### src/rtl/gwmn_pkg.sv
// ----------------------------------------------------------------------------
// gwmn_pkg
// Shared widths, codes, handshake command/status structs and neighbor offsets
// for the grid wall map neighbor block.
// ----------------------------------------------------------------------------
package gwmn_pkg;

    localparam int COORD_W   = 6;   // cell coordinate width
    localparam int RAD_W     = 8;   // radius, unsigned Q4.4
    localparam int CFG_W     = 7;   // configuration register width
    localparam int CFG_IDX_W = 2;   // configuration register index width
    localparam int NUM_NB    = 8;   // neighbors around one cell

    localparam logic KIND_PAINT = 1'b0;
    localparam logic KIND_QUERY = 1'b1;

    localparam logic [CFG_IDX_W-1:0] REG_GRID_WIDTH  = 2'd0;
    localparam logic [CFG_IDX_W-1:0] REG_GRID_HEIGHT = 2'd1;

    localparam logic [CFG_W-1:0] GRID_RESET = 7'd64;

    // controller -> datapath
    typedef struct packed {
        logic in_ready;
        logic clr_step;
        logic accept;
        logic pinit;
        logic prd;
        logic pwr;
        logic qrd;
        logic qcap;
        logic load_ack;
        logic load_nb;
    } t_cmd;

    // datapath -> controller
    typedef struct packed {
        logic in_valid;
        logic in_kind;
        logic clr_done;
        logic col_done;
        logic qc_done;
        logic slot_free;
        logic nb_final;
    } t_stat;

    // Neighbor k: column offset outer (-1,0,1), row offset inner, center skipped.
    function automatic logic [COORD_W-1:0] nb_off_x(input logic [2:0] k);
        logic [COORD_W-1:0] off;
        case (k)
            3'd0, 3'd1, 3'd2: off = {COORD_W{1'b1}};
            3'd3, 3'd4:       off = '0;
            default:          off = COORD_W'(1);
        endcase
        return off;
    endfunction

    function automatic logic [COORD_W-1:0] nb_off_y(input logic [2:0] k);
        logic [COORD_W-1:0] off;
        case (k)
            3'd0, 3'd3, 3'd5: off = {COORD_W{1'b1}};
            3'd1, 3'd6:       off = '0;
            default:          off = COORD_W'(1);
        endcase
        return off;
    endfunction

endpackage

### src/rtl/gwmn_ctrl.sv
// ----------------------------------------------------------------------------
// gwmn_ctrl
// Sequencer: clear pass, paint column walk, query column reads, result issue.
// ----------------------------------------------------------------------------
module gwmn_ctrl (
    input  logic             i_clk,
    input  logic             i_rst_n,
    input  gwmn_pkg::t_stat  i_stat,
    output gwmn_pkg::t_cmd   o_cmd
);

    typedef enum logic [8:0] {
        S_CLEAR = 9'b000000001,
        S_IDLE  = 9'b000000010,
        S_PINIT = 9'b000000100,
        S_PRD   = 9'b000001000,
        S_PWR   = 9'b000010000,
        S_PACK  = 9'b000100000,
        S_QRD   = 9'b001000000,
        S_QCAP  = 9'b010000000,
        S_QOUT  = 9'b100000000
    } t_state;

    t_state r_state, n_state;

    always_ff @(posedge i_clk) begin
        if (!i_rst_n) begin
            r_state <= S_CLEAR;
        end else begin
            r_state <= n_state;
        end
    end

    always_comb begin
        n_state = r_state;
        o_cmd   = '0;
        case (r_state)
            S_CLEAR: begin
                o_cmd.clr_step = 1'b1;
                if (i_stat.clr_done) n_state = S_IDLE;
            end
            S_IDLE: begin
                o_cmd.in_ready = 1'b1;
                if (i_stat.in_valid) begin
                    o_cmd.accept = 1'b1;
                    n_state = (i_stat.in_kind == gwmn_pkg::KIND_PAINT) ? S_PINIT : S_QRD;
                end
            end
            S_PINIT: begin
                o_cmd.pinit = 1'b1;
                n_state = S_PRD;
            end
            S_PRD: begin
                o_cmd.prd = 1'b1;
                n_state = S_PWR;
            end
            S_PWR: begin
                o_cmd.pwr = 1'b1;
                n_state = i_stat.col_done ? S_PACK : S_PRD;
            end
            S_PACK: begin
                if (i_stat.slot_free) begin
                    o_cmd.load_ack = 1'b1;
                    n_state = S_IDLE;
                end
            end
            S_QRD: begin
                o_cmd.qrd = 1'b1;
                n_state = S_QCAP;
            end
            S_QCAP: begin
                o_cmd.qcap = 1'b1;
                n_state = i_stat.qc_done ? S_QOUT : S_QRD;
            end
            S_QOUT: begin
                if (i_stat.slot_free) begin
                    o_cmd.load_nb = 1'b1;
                    if (i_stat.nb_final) n_state = S_IDLE;
                end
            end
            default: begin
                n_state = S_CLEAR;
            end
        endcase
    end

endmodule

### config.mk
export PLATFORM = sky130hd
export DESIGN_NAME = gwmn_ctrl
export DESIGN_NICKNAME = d
export VERILOG_FILES = /design/src/rtl/gwmn_pkg.sv /design/src/rtl/gwmn_ctrl.sv
export SDC_FILE = /design/constraint.sdc
export NUM_CORES = 1
export LEC_CHECK = 0
export BUFFER_PORTS_ARGS = -buffer_cell sky130_fd_sc_hd__buf_2
export CAP_MARGIN = 20
export CORE_UTILIZATION = 45
export CTS_CLUSTER_DIAMETER = 80
export CTS_CLUSTER_SIZE = 8
export DETAILED_ROUTE_END_ITERATION = 6
export PLACE_DENSITY = 0.7
export SYNTH_ARGS = -nofsm -noshare
export SYNTH_HDL_FRONTEND = slang
export SYNTH_SLANG_ARGS = --single-unit
### constraint.sdc
create_clock -name i_clk -period 4.95 [get_ports i_clk]
set_input_delay 1.485 -clock i_clk [delete_from_list [all_inputs] [get_ports i_clk]]
set_output_delay 1.485 -clock i_clk [all_outputs]
set_load 0.01 [all_outputs]
* Yosys cells after proc, flatten, opt, wreduce, memory -nomap -nowiden
Index checks and enable logic that the tools add are counted.
** Storage, ports and cells
- Output and inout bits :: 10
- Latch bits :: 0
- Memories :: 0
- Memory bits (writable) :: 0
- Memory bits (read-only) :: 0
- Input port bits :: 9
- Register bits :: 9
** Operators by class
- Bitwise logic cells :: 0
- Shift-type cells :: 0
- Divide/modulo/power cells :: 0
- Eq/ne operators :: 14
- Reduce and logical (&&, ||, !) cells :: 1
- Multiplexer cells :: 21
- Order comparisons :: 0
- $mul :: 0
- Add/sub/neg operators :: 0
** Operators with widths (number)
- $pmux W9 S9 :: 1
- $mux W9 :: 6
- $mux W1 :: 12
- $ne A2 B2 Y1 const B :: 5
- $eq A9 B1 Y1 const B :: 1
- $eq A9 B2 Y1 const B :: 1
- $eq A9 B3 Y1 const B :: 1
- $eq A9 B4 Y1 const B :: 1
- $eq A9 B5 Y1 const B :: 1
- $eq A9 B6 Y1 const B :: 1
- $eq A9 B7 Y1 const B :: 1
- $eq A9 B8 Y1 const B :: 1
- $eq A9 B9 Y1 const B :: 1
- $mux W7 :: 1
- $mux W6 :: 1
- $reduce_and A5 Y1 :: 1

* Depth between registers and ports, before layout
- Word-level depth :: 3
- Depth in mapped cells :: 6
- Gate-level depth less buffers :: 5

* Least setup slack after synthesis
Ideal clock, no wire load.
- Path type :: input-to-output
- Start point :: input i_stat[1] (netlist name)
- End point :: output o_cmd[1] (netlist name)
- Stages :: 2
- Setup slack :: 1.583 ns
- Buffers on the path :: 0
- Data arrival time :: 1.882 ns
- Cells stage by stage :: nand2_1 > nor4_1
** RTL lines
- start, declared :: RTL line gwmn_ctrl.sv:8 : input gwmn_pkg::t_stat i_stat,
- end, declared :: RTL line gwmn_ctrl.sv:9 : output gwmn_pkg::t_cmd o_cmd

==> metrics.md <==
| Metric | Value |
|---|---|
| Slew Viols, Final | 0 |
| Critical path class | in -> out |
| Largest net degree at the start of global routing | 10 |
| Std cell rows | 13 |
| Arrival time worst endpoint | 1960 ps |
| # H-tree levels | 1 |
| Combinational Power Share | 31.1% |
| Max-Cap Viols | 0 |
| Post-Route WL | 1407 um |
| Ant diodes | 0 |
| Routed Antenna Nets | 0 |
| RSZ-0062 raised after global routing | no |
| Grt ovf | 0 |
| # nets final | 101 |
| Port Buf Inserts | 18 |
| CP startpoint kind | input pin |
| Max stage delay on crit path | 170 ps |
| Cell accounting for the most synthesized area | dfxtp_1 |
| Post-detailed-route wirelength per cell | 13.27 um |
| Clock latency at the later pin of the worst-skew pair | 270 ps |
| TritonCTS clock tree | built |
| Vias/cell | 5.566 |
| Final setup violation count | 0 |
| Worst-margin pin slew | 413.3 ps |
| CTS resizes | 0 |
| Placed Area | 757.0 um2 |
| LEAKAGE | 0.2947 nW |
| Sequential cell area | 180.2 um2 |
| Top reg by flops | r_state |
| Worst EP required | 3460 ps |
| Total number of vias | 590 |
| Yosys top cell area share | 26.62% |
| Crit share post-route | 69.66% |
| All-layer global routing usage | 19.93% |
| Top FF cell, synth | dfxtp_1 |
| Max reg flops | 9 |
| DR pass1 iterations | 4 |
| Synth-to-layout area growth | 15.71% |
| Yosys reg bits | 9 |
| Layout cells sized above 1 | 36.26% |
| Final Hold Fails | 0 |
| PD cells | 273.1 nW/um2 |
| Root Driver | clkbuf_4 |
| Unique cell type count in the Yosys netlist | 33 |
| Worst slew margin | 72.41% |
| Post-route cell area | 783.3 um2 |
| Crit path max fanout | 4 |
| Avg Synthesized Cell Area | 9.147 um2 |
| Sequential cell area fraction in the yosys report | 26.62% |
| P_sw | 0.00007950 W |
| Reg power frac | 40.6% |
| I/O pins | 19 |
| Count leader, synth | dfxtp_1 |
| Setup Fix Bufs, Post-CTS | 0 |
| Fmax | 290.0 MHz |
| Final GP Congestion | 0.7767 |
| Num CTS Buffers | 3 |
| Core ar. | 1350 um2 |
| Hold crit path type | reg -> reg |
| DRC | 0 |
| Clk slew on worst S/H paths | 70 ps |
| Clock skew | 4.271 ps |
| Width of the die | 40.79 um |
| Most frequent CP cell | buf_2 |
| Die area | 1663 um2 |
| First-pass GRT wire length | 2125 um |
| Multi-input combinational cell area | 452.9 um2 |
| Slowest-stage cell, CP | buf_2 |
| Initial antenna violation count | 0 |
| Vias in the first global route | 502 |
| Max rail drop VDD | 143.3 uV |
| Detailed Route Iter0 Violations | 10 |
| Initial Utilization | 50.14% |
| Synth async-reset ratio | 0% |
| Post-Syn Nets | 83 |
| Leading post-synthesis cells by cell area | dfxtp_1, nor4b_4, nor4b_2 |
| Post-synth top cells | dfxtp_1, nor2_1, nand2_1, o21ai_0 |
| Post-Syn Instances | 74 |
| Crit path cell chain | buf_2, nand2_1, nor4_1, buf_2 |
| Hold WS | 675.5 ps |
| Post-synth EDFFs | 0 |
| Total Neg Setup Slack | 0 ps |
| Clock buffer depth | 2 |
| Sw frac | 37.17% |
| Clock Sinks | 9 |
| Fillers | 142 |
| Worst setup EP type | primary output |
| Hold buffer count at CTS | 0 |
| Post-DP HPWL | 1065 um |
| Regs by FF count | r_state x9 |
| Tmin final | 3448 ps |
| Synthesized area | 676.9 um2 |
| DIE HEIGHT | 40.79 um |
| Cell internal pwr | 0.0001344 W |
| Overall power | 0.0002139 W |
| Yosys warnings | 0 |
| Clock share of power | 28.3% |
| Status | completed |
## critical path: cells and delay by family
family	cells	cell delay [ps]
buffers and inverters	2	280
and+or+nand+nor	2	200
## cells in the final DEF (no fill, tap or decap), types with 2 or more instances in the layout
cell type and count:
nor4_4 2, inv_1 4, o21ai_0 5, clkbuf_4 3, o21ai_1 2, nor2_1 7
nand2_1 5, xor2_1 2, nor4b_2 3, dfxtp_1 9, nor3_1 4, buf_2 18
nor4b_4 2, nor2b_1 3, nor4_1 2, a22oi_1 3
## final cells by class
| cell class | instances | share of cell area (%) |
|---|---|---|
| sequential | 9 | 23.00 |
| clock buffer | 4 | 3.355 |
| inverter | 4 | 1.917 |
| multi-input combinational | 56 | 57.83 |
| tap | 15 | 2.396 |
| timing repair buffer | 18 | 11.50 |
## path summary, 6_finish.rpt
path              startpoint         end  slack (ps)  depth (start not counted)
setup / recovery   i_stat[1]    o_cmd[1]        1500                          4
hold / removal    r_state[8]  r_state[8]         680                          2
setup reg to reg  r_state[4]  r_state[7]        3240                          5
hold reg to reg   r_state[8]  r_state[8]         680                          2
## layer usage
metal	routed length (um)	GRT usage, %	vias to the layer above
met2	626	29.69	17
li1	-	-	302
met3	69	4.891	4
met5	0	0	-
met4	19	10.00	0
met1	691	26.32	267
## cell families after synthesis
family,share of synthesized area (%)
AND/OR/NAND/NOR,49.54
AO/OA/AOI/OAI,12.02
XOR/XNOR,3.882
buffers and inverters,6.469
flip-flops,26.62
multiplexers,1.479
## stage by stage
stage,setup WS [ps],utilization (%),std cells
after floorplan,1583,-,74
after global placement,1515,56.07,102
after detailed placement,1501,56.07,102
after CTS,1501,58.02,106
after global routing,1421,58.02,106
final,1502,58.02,106
## power by group through the flow
stage	logic [W]	clock network, W	registers [W]
after global placement	0.0000667	0	0.0000884
final	0.0000666	0.0000604	0.0000869
after global routing	0.0000742	0.0000631	0.0000885
after detailed placement	0.0000673	0	0.0000887
after floorplan	0.0000543	0	0.0000840
after CTS	0.0000675	0.0000597	0.0000870
Power figures use the tool's default switching activity.
